--- config.mk ---
export PLATFORM = sky130hd
export DESIGN_NAME = rle_rect_span_decoder_core
export DESIGN_NICKNAME = d
export VERILOG_FILES = /design/src/rtl/rrsd_pkg.sv /design/src/rtl/rrsd_span_alu.sv /design/src/rtl/rrsd_ctrl.sv /design/src/rtl/rle_rect_span_decoder_core.sv
export SDC_FILE = /design/constraint.sdc
export NUM_CORES = 1
export LEC_CHECK = 0
export ABC_CLOCK_PERIOD_IN_PS = 7400
export BUFFER_PORTS_ARGS = -buffer_cell sky130_fd_sc_hd__buf_4
export CORE_UTILIZATION = 40
export DETAILED_ROUTE_END_ITERATION = 16
export HOLD_SLACK_MARGIN = 0.02
export PLACE_DENSITY = 0.62
export SLEW_MARGIN = 40
export SYNTH_ARGS = -nofsm -noshare
export SYNTH_HDL_FRONTEND = slang
export SYNTH_HIERARCHICAL = 1
export SYNTH_SLANG_ARGS = --single-unit
export TNS_END_PERCENT = 30
--- constraint.sdc ---
create_clock -name clk_i -period 7.4 [get_ports clk_i]
set_clock_uncertainty 0.15 [all_clocks]
set_input_delay 1.11 -clock clk_i [delete_from_list [all_inputs] [get_ports clk_i]]
set_output_delay 1.11 -clock clk_i [all_outputs]
set_load 0.02 [all_outputs]
--- src/rtl/rrsd_pkg.sv ---
package rrsd_pkg;

  localparam int unsigned WORD_W    = 16;
  localparam int unsigned ADDR_W    = 20;
  localparam int unsigned STRIDE_W  = 10;
  localparam int unsigned REM_W     = 17;
  localparam int unsigned CFG_IDX_W = 2;

  localparam int unsigned DEF_MAX_WIDTH  = 64;
  localparam int unsigned DEF_MAX_HEIGHT = 64;

  localparam logic [STRIDE_W-1:0] STRIDE_RESET = STRIDE_W'(40);

  localparam logic [CFG_IDX_W-1:0] CFG_DEST_BASE  = CFG_IDX_W'(0);
  localparam logic [CFG_IDX_W-1:0] CFG_ROW_STRIDE = CFG_IDX_W'(1);

  // A run word of zero stands for the full 16-bit range of cells.
  localparam logic [REM_W-1:0] FULL_RUN = REM_W'(65536);

  typedef enum logic [1:0] {
    PH_WIDTH,
    PH_HEIGHT,
    PH_VALUE,
    PH_RUN
  } phase_e;

  typedef enum logic {
    ST_ACCEPT,
    ST_EMIT
  } state_e;

  typedef struct packed {
    logic load_width;
    logic load_height;
    logic load_value;
    logic load_run;
    logic step;
  } ctrl_t;

  typedef struct packed {
    logic last;
    logic done;
  } span_stat_t;

endpackage

--- src/rtl/rrsd_span_alu.sv ---
module rrsd_span_alu
  import rrsd_pkg::*;
#(
  parameter int unsigned ColW = 7,
  parameter int unsigned RowW = 7
) (
  input  logic [ColW-1:0]     width_i,
  input  logic [RowW-1:0]     height_i,
  input  logic [ColW-1:0]     col_i,
  input  logic [RowW-1:0]     row_i,
  input  logic [ADDR_W-1:0]   rstart_i,
  input  logic [STRIDE_W-1:0] stride_i,
  input  logic [REM_W-1:0]    remain_i,
  output logic [ADDR_W-1:0]   addr_o,
  output logic [ColW-1:0]     len_o,
  output logic [ColW-1:0]     col_o,
  output logic [RowW-1:0]     row_o,
  output logic [ADDR_W-1:0]   rstart_o,
  output logic [REM_W-1:0]    remain_o,
  output span_stat_t          stat_o
);

  logic [ColW-1:0]  avail;
  logic [ColW:0]    col_sum;
  logic [RowW-1:0]  row_inc;
  logic             wrap;
  logic             done;

  always_comb begin
    avail    = width_i - col_i;
    len_o    = (remain_i < REM_W'(avail)) ? remain_i[ColW-1:0] : avail;
    addr_o   = rstart_i + ADDR_W'(col_i);
    col_sum  = {1'b0, col_i} + {1'b0, len_o};
    wrap     = (col_sum >= {1'b0, width_i});
    row_inc  = row_i + RowW'(1);
    done     = wrap && (row_inc >= height_i);
    col_o    = wrap ? '0 : col_sum[ColW-1:0];
    row_o    = wrap ? row_inc : row_i;
    rstart_o = wrap ? (rstart_i + ADDR_W'(stride_i)) : rstart_i;
    remain_o = remain_i - REM_W'(len_o);
    stat_o.done = done;
    stat_o.last = (remain_o == '0) || done;
  end

endmodule

--- src/rtl/rrsd_ctrl.sv ---
module rrsd_ctrl
  import rrsd_pkg::*;
(
  input  logic       clk_i,
  input  logic       rst_ni,
  input  logic       in_valid_i,
  input  logic       hdr_empty_i,
  input  logic       run_ok_i,
  input  logic       out_free_i,
  input  span_stat_t stat_i,
  output logic       in_stall_o,
  output ctrl_t      ctrl_o
);

  state_e state_q, state_d;
  phase_e phase_q, phase_d;
  logic   accept;

  assign accept = in_valid_i && (state_q == ST_ACCEPT);

  always_comb begin
    state_d = state_q;
    phase_d = phase_q;
    unique case (state_q)
      ST_ACCEPT: begin
        if (accept) begin
          unique case (phase_q)
            PH_WIDTH:  phase_d = PH_HEIGHT;
            PH_HEIGHT: phase_d = hdr_empty_i ? PH_WIDTH : PH_VALUE;
            PH_VALUE:  phase_d = PH_RUN;
            PH_RUN: begin
              if (run_ok_i) begin
                state_d = ST_EMIT;
              end else begin
                phase_d = PH_WIDTH;
              end
            end
            default:   phase_d = PH_WIDTH;
          endcase
        end
      end
      ST_EMIT: begin
        if (out_free_i && stat_i.last) begin
          state_d = ST_ACCEPT;
          phase_d = stat_i.done ? PH_WIDTH : PH_VALUE;
        end
      end
      default: state_d = ST_ACCEPT;
    endcase
  end

  always_comb begin
    ctrl_o = '0;
    unique case (phase_q)
      PH_WIDTH:  ctrl_o.load_width  = accept;
      PH_HEIGHT: ctrl_o.load_height = accept;
      PH_VALUE:  ctrl_o.load_value  = accept;
      PH_RUN:    ctrl_o.load_run    = accept && run_ok_i;
      default:   ctrl_o.load_width  = 1'b0;
    endcase
    ctrl_o.step = (state_q == ST_EMIT) && out_free_i;
  end

  assign in_stall_o = (state_q != ST_ACCEPT);

  always_ff @(posedge clk_i or negedge rst_ni) begin
    if (!rst_ni) begin
      state_q <= ST_ACCEPT;
      phase_q <= PH_WIDTH;
    end else begin
      state_q <= state_d;
      phase_q <= phase_d;
    end
  end

endmodule

--- src/rtl/rle_rect_span_decoder_core.sv ---
// Header and value words are taken one per cycle.
// A run word is taken; if rows remain, the span unit then issues one span per
// cycle the output is free, one for each row the run touches, and the input
// stalls until the last; the first span is registered from the emit state.
// Reset clears the phase to the width header, all counters to zero,
// dest_base to 0 and row_stride to 40.
module rle_rect_span_decoder_core
  import rrsd_pkg::*;
#(
  parameter int unsigned MAX_WIDTH  = DEF_MAX_WIDTH,
  parameter int unsigned MAX_HEIGHT = DEF_MAX_HEIGHT,
  localparam int unsigned ColW = $clog2(MAX_WIDTH + 1),
  localparam int unsigned RowW = $clog2(MAX_HEIGHT + 1)
) (
  input  logic                 clk_i,
  input  logic                 rst_ni,
  input  logic                 cfg_we_i,
  input  logic [CFG_IDX_W-1:0] cfg_index_i,
  input  logic [ADDR_W-1:0]    cfg_data_i,
  input  logic                 in_valid_i,
  output logic                 in_stall_o,
  input  logic [WORD_W-1:0]    word_i,
  output logic                 out_valid_o,
  input  logic                 out_stall_i,
  output logic [ADDR_W-1:0]    cell_addr_o,
  output logic [WORD_W-1:0]    cell_value_o,
  output logic [ColW-1:0]      span_len_o,
  output logic                 last_span_o,
  output logic                 blit_done_o
);

  logic [ADDR_W-1:0]   dest_base_q;
  logic [STRIDE_W-1:0] stride_q;
  logic [ColW-1:0]     width_q;
  logic [RowW-1:0]     height_q;
  logic [ColW-1:0]     col_q;
  logic [RowW-1:0]     row_q;
  logic [ADDR_W-1:0]   rstart_q;
  logic [WORD_W-1:0]   value_q;
  logic [REM_W-1:0]    remain_q;
  logic                out_valid_q;

  logic [ColW-1:0]     width_d;
  logic [RowW-1:0]     height_d;
  logic                hdr_empty;
  logic                run_ok;
  logic                out_free;
  ctrl_t               ctrl;

  logic [ADDR_W-1:0]   alu_addr;
  logic [ColW-1:0]     alu_len;
  logic [ColW-1:0]     alu_col;
  logic [RowW-1:0]     alu_row;
  logic [ADDR_W-1:0]   alu_rstart;
  logic [REM_W-1:0]    alu_remain;
  span_stat_t          alu_stat;

  // Header words are clamped to MAX_WIDTH and MAX_HEIGHT.
  assign width_d  = (word_i > WORD_W'(MAX_WIDTH))  ? ColW'(MAX_WIDTH)  : word_i[ColW-1:0];
  assign height_d = (word_i > WORD_W'(MAX_HEIGHT)) ? RowW'(MAX_HEIGHT) : word_i[RowW-1:0];

  assign hdr_empty = (width_q == '0) || (word_i == '0);
  assign run_ok    = (width_q != '0) && (height_q != '0) && (row_q < height_q);
  assign out_free  = !out_valid_q || !out_stall_i;

  rrsd_ctrl u_ctrl (
    .clk_i       (clk_i),
    .rst_ni      (rst_ni),
    .in_valid_i  (in_valid_i),
    .hdr_empty_i (hdr_empty),
    .run_ok_i    (run_ok),
    .out_free_i  (out_free),
    .stat_i      (alu_stat),
    .in_stall_o  (in_stall_o),
    .ctrl_o      (ctrl)
  );

  rrsd_span_alu #(
    .ColW (ColW),
    .RowW (RowW)
  ) u_span_alu (
    .width_i  (width_q),
    .height_i (height_q),
    .col_i    (col_q),
    .row_i    (row_q),
    .rstart_i (rstart_q),
    .stride_i (stride_q),
    .remain_i (remain_q),
    .addr_o   (alu_addr),
    .len_o    (alu_len),
    .col_o    (alu_col),
    .row_o    (alu_row),
    .rstart_o (alu_rstart),
    .remain_o (alu_remain),
    .stat_o   (alu_stat)
  );

  always_ff @(posedge clk_i or negedge rst_ni) begin
    if (!rst_ni) begin
      dest_base_q <= '0;
      stride_q    <= STRIDE_RESET;
      width_q     <= '0;
      height_q    <= '0;
      col_q       <= '0;
      row_q       <= '0;
      rstart_q    <= '0;
      value_q     <= '0;
      remain_q    <= '0;
      out_valid_q <= 1'b0;
    end else begin
      if (cfg_we_i) begin
        unique case (cfg_index_i)
          CFG_DEST_BASE:  dest_base_q <= cfg_data_i;
          CFG_ROW_STRIDE: stride_q    <= cfg_data_i[STRIDE_W-1:0];
          default:        ;
        endcase
      end
      if (ctrl.load_width) begin
        width_q <= width_d;
      end
      if (ctrl.load_height) begin
        height_q <= height_d;
        col_q    <= '0;
        row_q    <= '0;
        rstart_q <= dest_base_q;
      end
      if (ctrl.load_value) begin
        value_q <= word_i;
      end
      if (ctrl.load_run) begin
        remain_q <= (word_i == '0) ? FULL_RUN : REM_W'(word_i);
      end
      if (ctrl.step) begin
        col_q    <= alu_col;
        row_q    <= alu_row;
        rstart_q <= alu_rstart;
        remain_q <= alu_remain;
      end
      if (ctrl.step) begin
        out_valid_q <= 1'b1;
      end else if (!out_stall_i) begin
        out_valid_q <= 1'b0;
      end
    end
  end

  // Output word register; it holds while the consumer stalls.
  always_ff @(posedge clk_i) begin
    if (ctrl.step) begin
      cell_addr_o  <= alu_addr;
      cell_value_o <= value_q;
      span_len_o   <= alu_len;
      last_span_o  <= alu_stat.last;
      blit_done_o  <= alu_stat.done;
    end
  end

  assign out_valid_o = out_valid_q;

  a_step_has_cells : assert property (@(posedge clk_i) disable iff (!rst_ni)
    ctrl.step |-> (remain_q != '0))
    else $error("span step issued with no cells left in the run");

  a_len_nonzero : assert property (@(posedge clk_i) disable iff (!rst_ni)
    ctrl.step |-> ((alu_len != '0) && (alu_len <= width_q)))
    else $error("span length outside one row");

  a_done_is_last : assert property (@(posedge clk_i) disable iff (!rst_ni)
    (out_valid_o && blit_done_o) |-> last_span_o)
    else $error("blit_done word without last_span");

  a_stall_while_emit : assert property (@(posedge clk_i) disable iff (!rst_ni)
    ctrl.step |-> in_stall_o)
    else $error("input open while spans are being issued");

endmodule
-- After elaboration in Yosys (flattened, before gate mapping)
Cells that the tools add are included.
- $add $sub $neg: 6
- $mul: 0
- divide/modulo/power cells: 0
- order comparisons: 5
- equal/unequal tests: 9
- shift-type cells: 0
- multiplexer cells: 31
- bitwise operators: 1
- reduce and logical (&&, ||, !) cells: 25
- operators with widths (cell ; count):
    2-to-1 mux 20 bit ; 3
    2-to-1 mux 17 bit ; 3
    2-to-1 mux 7 bit ; 7
    adder 20 x 10 -> 20 bit ; 1
    adder 20 x 7 -> 20 bit ; 1
    logical NOT 17 bit ; 1
    < comparator 17 x 7 -> 1 bit ; 1
    subtractor 17 x 7 -> 17 bit ; 1
    > comparator 16 x 7 -> 1 bit, second input constant ; 1
    logical NOT 16 bit ; 1
    nonzero test 7 bit ; 2
    2-to-1 mux 1 bit ; 10
    2-to-1 mux 2 bit ; 5
    adder 7 x 7 -> 8 bit ; 1
    >= comparator 8 x 7 -> 1 bit ; 1
    one-hot mux 2 bit (4 select lines) ; 1
    adder 7 x 1 -> 7 bit, second input constant ; 1
    >= comparator 7 bit ; 1
    logical AND 1 bit ; 7
    logical NOT 7 bit ; 1
    < comparator 7 bit ; 1
    subtractor 7 bit ; 1
    inequality test 2 x 1 -> 1 bit, second input constant ; 3
    AND reduction 2 bit ; 3
    other kinds (12) ; 19
- bits in registers: 160
- latch bits: 0
- bits in writable memories: 0
- ROM bits: 0
- bits of input ports: 43
- output and inout port bits: 47
- word-level logic and storage cells: 94
- memories kept: 0

-- Depth between registers and ports, before layout
- depth in word-level cells: 10
- mapped depth: 33
- gate-level depth less buffers: 30

-- Hierarchy
The synthesis kept the hierarchy.
- modules (own cells, without submodules) (module ; instances ; cells each ; area each (um2)):
    rle_rect_span_decoder_core ; 1 ; 430 ; 6217.2
    rrsd_span_alu ; 1 ; 508 ; 3550.9
    rrsd_ctrl ; 1 ; 26 ; 222.7

-- Worst setup path before layout
Ideal clock, no wire load.
- path kind: reg2reg
- from: register width_q[0]
- to: register u_ctrl.phase_q[0]
- library setup time: 0.094 ns
- data arrival time: 6.216 ns
- slack: 0.940 ns
- stages on the path, launching flop included: 33
- clock period less this slack: 6.460 ns
- path through: dfrtp_1 > inv_1 > ha_1 > fa_1 > nand2b_1 > a21oi_1 > xnor2_1 > ha_1 > a21oi_1 > o21ai_0 > maj3_4 > o22ai_2 > buf_6 > clkbuf_1 > o21ai_0 > ha_1 > nand3_1 > a21oi_1 > a21oi_1 > o211a_1 > xnor2_1 > ha_1 > a21o_1 > a21o_1 > a21oi_1 > o21ai_0 > a21oi_4 > buf_4 > o21bai_1 > o41ai_2 > nand2_1 > nand2_1 > a211oi_1
- RTL lines (what ; RTL line ; text):
    start, declared ; rle_rect_span_decoder_core.sv:34 ; logic [ColW-1:0] width_q;
    start signal, assigned ; rle_rect_span_decoder_core.sv:119 ; width_q <= width_d;
    end signal, assigned ; rrsd_ctrl.sv:72 ; phase_q <= phase_d;
    end, declared ; rrsd_ctrl.sv:16 ; phase_e phase_q, phase_d;

==> results_dict.tcl <==
set metrics [dict create \
    grt_pass1_wl_um 37500 \
    cts_hold_buf 0 \
    synthFlopType "dfrtp_1" \
    finalCritPeriodShare_pct 91.8 \
    crit_path_end_kind "register" \
    drive_above_1_share_pct 20.1 \
    drtPass1Iterations 4 \
    cpPeakStageDelay_ns 0.44 \
    ant_nets 0 \
    pre_cts_ws_ns 0.648 \
    synth_enable_flop_cells 45 \
    r2r-start "width_q[0]$_DFFE_PN0P_" \
    wl_per_cell_um 16.4 \
    die_w_um 160 \
    antenna_cells 0 \
    worstSetupPathType "register to register" \
    cts-root-buf "clkbuf_16" \
    worst_r2r_endpoint "u_ctrl/phase_q[0]$_DFFE_PN0P_" \
    syn_inst 964 \
    drt-initial-drc-count 365 \
    status "complete, no violations" \
    worst_slew_pin_slew_ns 0.808 \
    synthArstFlopShare_pct 71.9 \
    setup-tns-final_ns 0 \
    maxCapViolCount 0 \
    cts_resized 0 \
    hold_path_class "register to register" \
    cp.required_ns 7.59 \
    wl_um 22700 \
    cts_setup_buffers 0 \
    grt_use_total_pct 18.3 \
    clock_path_buffers 2 \
    finalNetCount 1147 \
    initial_core_util_pct 41.0 \
    drv_slew 0 \
    ff2ff_path_depth 27 \
    hpwl_um 16100 \
    grt_start_max_net_pins 72 \
    fp-row-count 57 \
    hold_violations 0 \
    cts_num_sinks 160 \
    vias_per_cell 5.30 \
    fin_ws_ns 0.608 \
    cp_data_arrival_time_ns 6.98 \
    maxSlewHeadroom_pct 45.8 \
    cp_top_family "compound AO/OA/AOI/OAI gates" \
    min_to "cell_value_o[8]$_DFFE_PP_" \
    crit_fanout 16 \
    io_buffer_count 89 \
    drcViolationCount 0 \
    clk_pin_slew_ns 0.07 \
    die_y_um 160 \
    ys_seq_elements 160 \
    fin_crit_ns 6.79 \
    synth_cell_types 89 \
    io_pins 90 \
    postSynthAreaPerCell_um2 10.4 \
    fin_cells 1379 \
    numCtsBuffers 17 \
    grt_remaining_overflow 0 \
    crit_buf_inv 2 \
    synth_area_mm2 0.00999 \
    clock_latency_ns 0.43 \
    area_delta_synth_final_pct 16.0 \
    setup_viol 0 \
    startpoint_type "register" \
    worstHoldPathCells 0 \
    rrSetupSlack_ns 0.61 \
    gp_congestion 0.846 \
    via_count 7312 \
    yosysSeqAreaShare_pct 42.4 \
    synth.net_count 1069 \
    min_from "value_q[8]$_DFFE_PN0P_" \
    cts_tree "built" \
    yosys_warnings 6 \
    crit_top_cell "ha_1" \
    grt_pass1_vias 7244 \
    rsz0062_at_grt "no" \
    core_area_mm2 0.0244 \
    critPathSlowestCell "a2111oi_0" \
    dieArea_mm2 0.0256 \
    placedCellCount 1347 \
    max_freq_mhz 147 \
    htree_levels 4 \
    antenna_found_initial 0 \
]
registers in the layout (all words and copies together), names as in the netlist, named ones only:
name and count:
last_span_o 1, width_q 7, value_q 16, blit_done_o 1, span_len_o 7, height_q 7, col_q 7, cell_addr_o 20
u_ctrl/phase_q 1, out_valid_o 1, u_ctrl/in_stall_o 1, remain_q 17, stride_q 10, cell_value_o 16, row_q 7, rstart_q 20
dest_base_q 20
kinds of logic after synthesis:
kind of cell,share of synthesized area (%)
simple gates,12.7
fa+ha+maj,8.33
buf+inv,4.60
flops,42.4
mux,9.79
compound gates,16.5
xor+xnor,5.70
Yosys cell counts, types with 4 or more instances:
cell type  number  area [um^2]
dfrtp_1       113         2830
nand2_1        97          364
o21ai_0        74          370
inv_1          62          233
ha_1           59          738
edfxtp_1       45         1350
nor2_1         45          169
mux2i_1        39          390
mux2_2         38          428
xnor2_1        33          289
xor2_1         32          280
a21oi_1        31          155
nand3_1        25          125
nor3_1         19         95.1
a21o_1         17          128
clkbuf_1       17         63.8
a22o_1         14          123
buf_2          13         65.1
mux2_1         13          146
nand2b_1       10         62.6
o32ai_2        10          163
and2_1          9         56.3
o211ai_1        8         60.1
a211oi_1        7         52.6
nor3b_1         7         52.6
buf_4           6         45.0
nor2b_1         6         37.5
nor4_1          6         37.5
o21bai_1        5         37.5
a21boi_0        4         30.0
a22oi_1         4         30.0
and3_1          4         25.0
buf_6           4         45.0
nand4b_1        4         35.0
o211a_1         4         40.0
o21a_1          4         30.0
o21ai_1         4         20.0
o31ai_1         4         30.0
metrics by stage:
stage | hold slack [ns] | util [%] | area, um^2
2_1_floorplan | 0.271 | - | 9990
3_3_place_gp | 0.276 | 45.0 | 11000
3_5_place_dp | 0.279 | 45.0 | 11000
4_1_cts | 0.294 | 47.5 | 11600
5_1_grt | 0.311 | 47.5 | 11600
6_report | 0.293 | 47.5 | 11600
metal layers:
metal / track usage, % / share of wire [%] / wire length (um)
met4: 5.71 / 1.3 / 291
met1: 23.8 / 47 / 10600
met3: 3.17 / 3.4 / 766
met5: 0 / 0 / 0
met2: 30.9 / 49 / 11000
layout make-up:
| cell class | instances | area [um^2] |
|---|---|---|
| fill | 2289 | 12800 |
| inverter | 62 | 233 |
| tap | 324 | 405 |
| clock buffer | 18 | 429 |
| sequential | 160 | 4230 |
| timing repair buffer | 101 | 782 |
| clock inverter | 14 | 169 |
| multi-input combinational | 700 | 5340 |
cells in the final DEF, fill, tap and decap left out, drive strengths merged, types with 33 or more instances in the layout:
cell type	n
nand2	97
nor2	46
edfxtp	45
buf	101
ha	59
inv	69
mux2i	40
dfrtp	113
xnor2	33
o21ai	78
mux2	51
a21oi	33
worst register-to-register path, stage by stage (launching register included):
cell and delay (ns):
dfrtp_1 0.40, inv_1 0.06, ha_1 0.22, fa_1 0.41, nand2b_1 0.18, a21oi_1 0.15
xnor2_1 0.32, ha_1 0.37, a21oi_1 0.16, o21ai_0 0.20, maj3_4 0.41, o22ai_2 0.28
buf_4 0.29, nand2_1 0.09, o21ai_0 0.11, ha_1 0.32, and3_1 0.20, a2111oi_0 0.44
o211ai_1 0.21, ha_1 0.23, a211oi_1 0.27, o21ai_0 0.20, a21oi_4 0.19, o21bai_1 0.23
o41ai_2 0.18, nand2_1 0.13, nand2_1 0.06, a211oi_1 0.24
how the worst max path moves through the flow:
stage / start / endpoint / slack, ns / cells after the start
detailed placement: width_q[0]$_DFFE_PN0P_ / u_ctrl/phase_q[0]$_DFFE_PN0P_ / 0.65 / 29
global route: col_q[1]$_DFFE_PN0P_ / u_ctrl/phase_q[0]$_DFFE_PN0P_ / 0.08 / 30
finish: width_q[0]$_DFFE_PN0P_ / u_ctrl/phase_q[0]$_DFFE_PN0P_ / 0.61 / 27
global placement: col_q[1]$_DFFE_PN0P_ / row_q[1]$_DFFE_PN0P_ / 0.86 / 27
CTS: width_q[0]$_DFFE_PN0P_ / u_ctrl/phase_q[0]$_DFFE_PN0P_ / 0.63 / 29
floorplan: width_q[0]$_DFFE_PN0P_ / u_ctrl/phase_q[0]$_DFFE_PN0P_ / 0.94 / 32
Power is left out: the tool's default activity adds up to more than one toggle a clock period on the data nets, which glitch-free logic cannot reach.
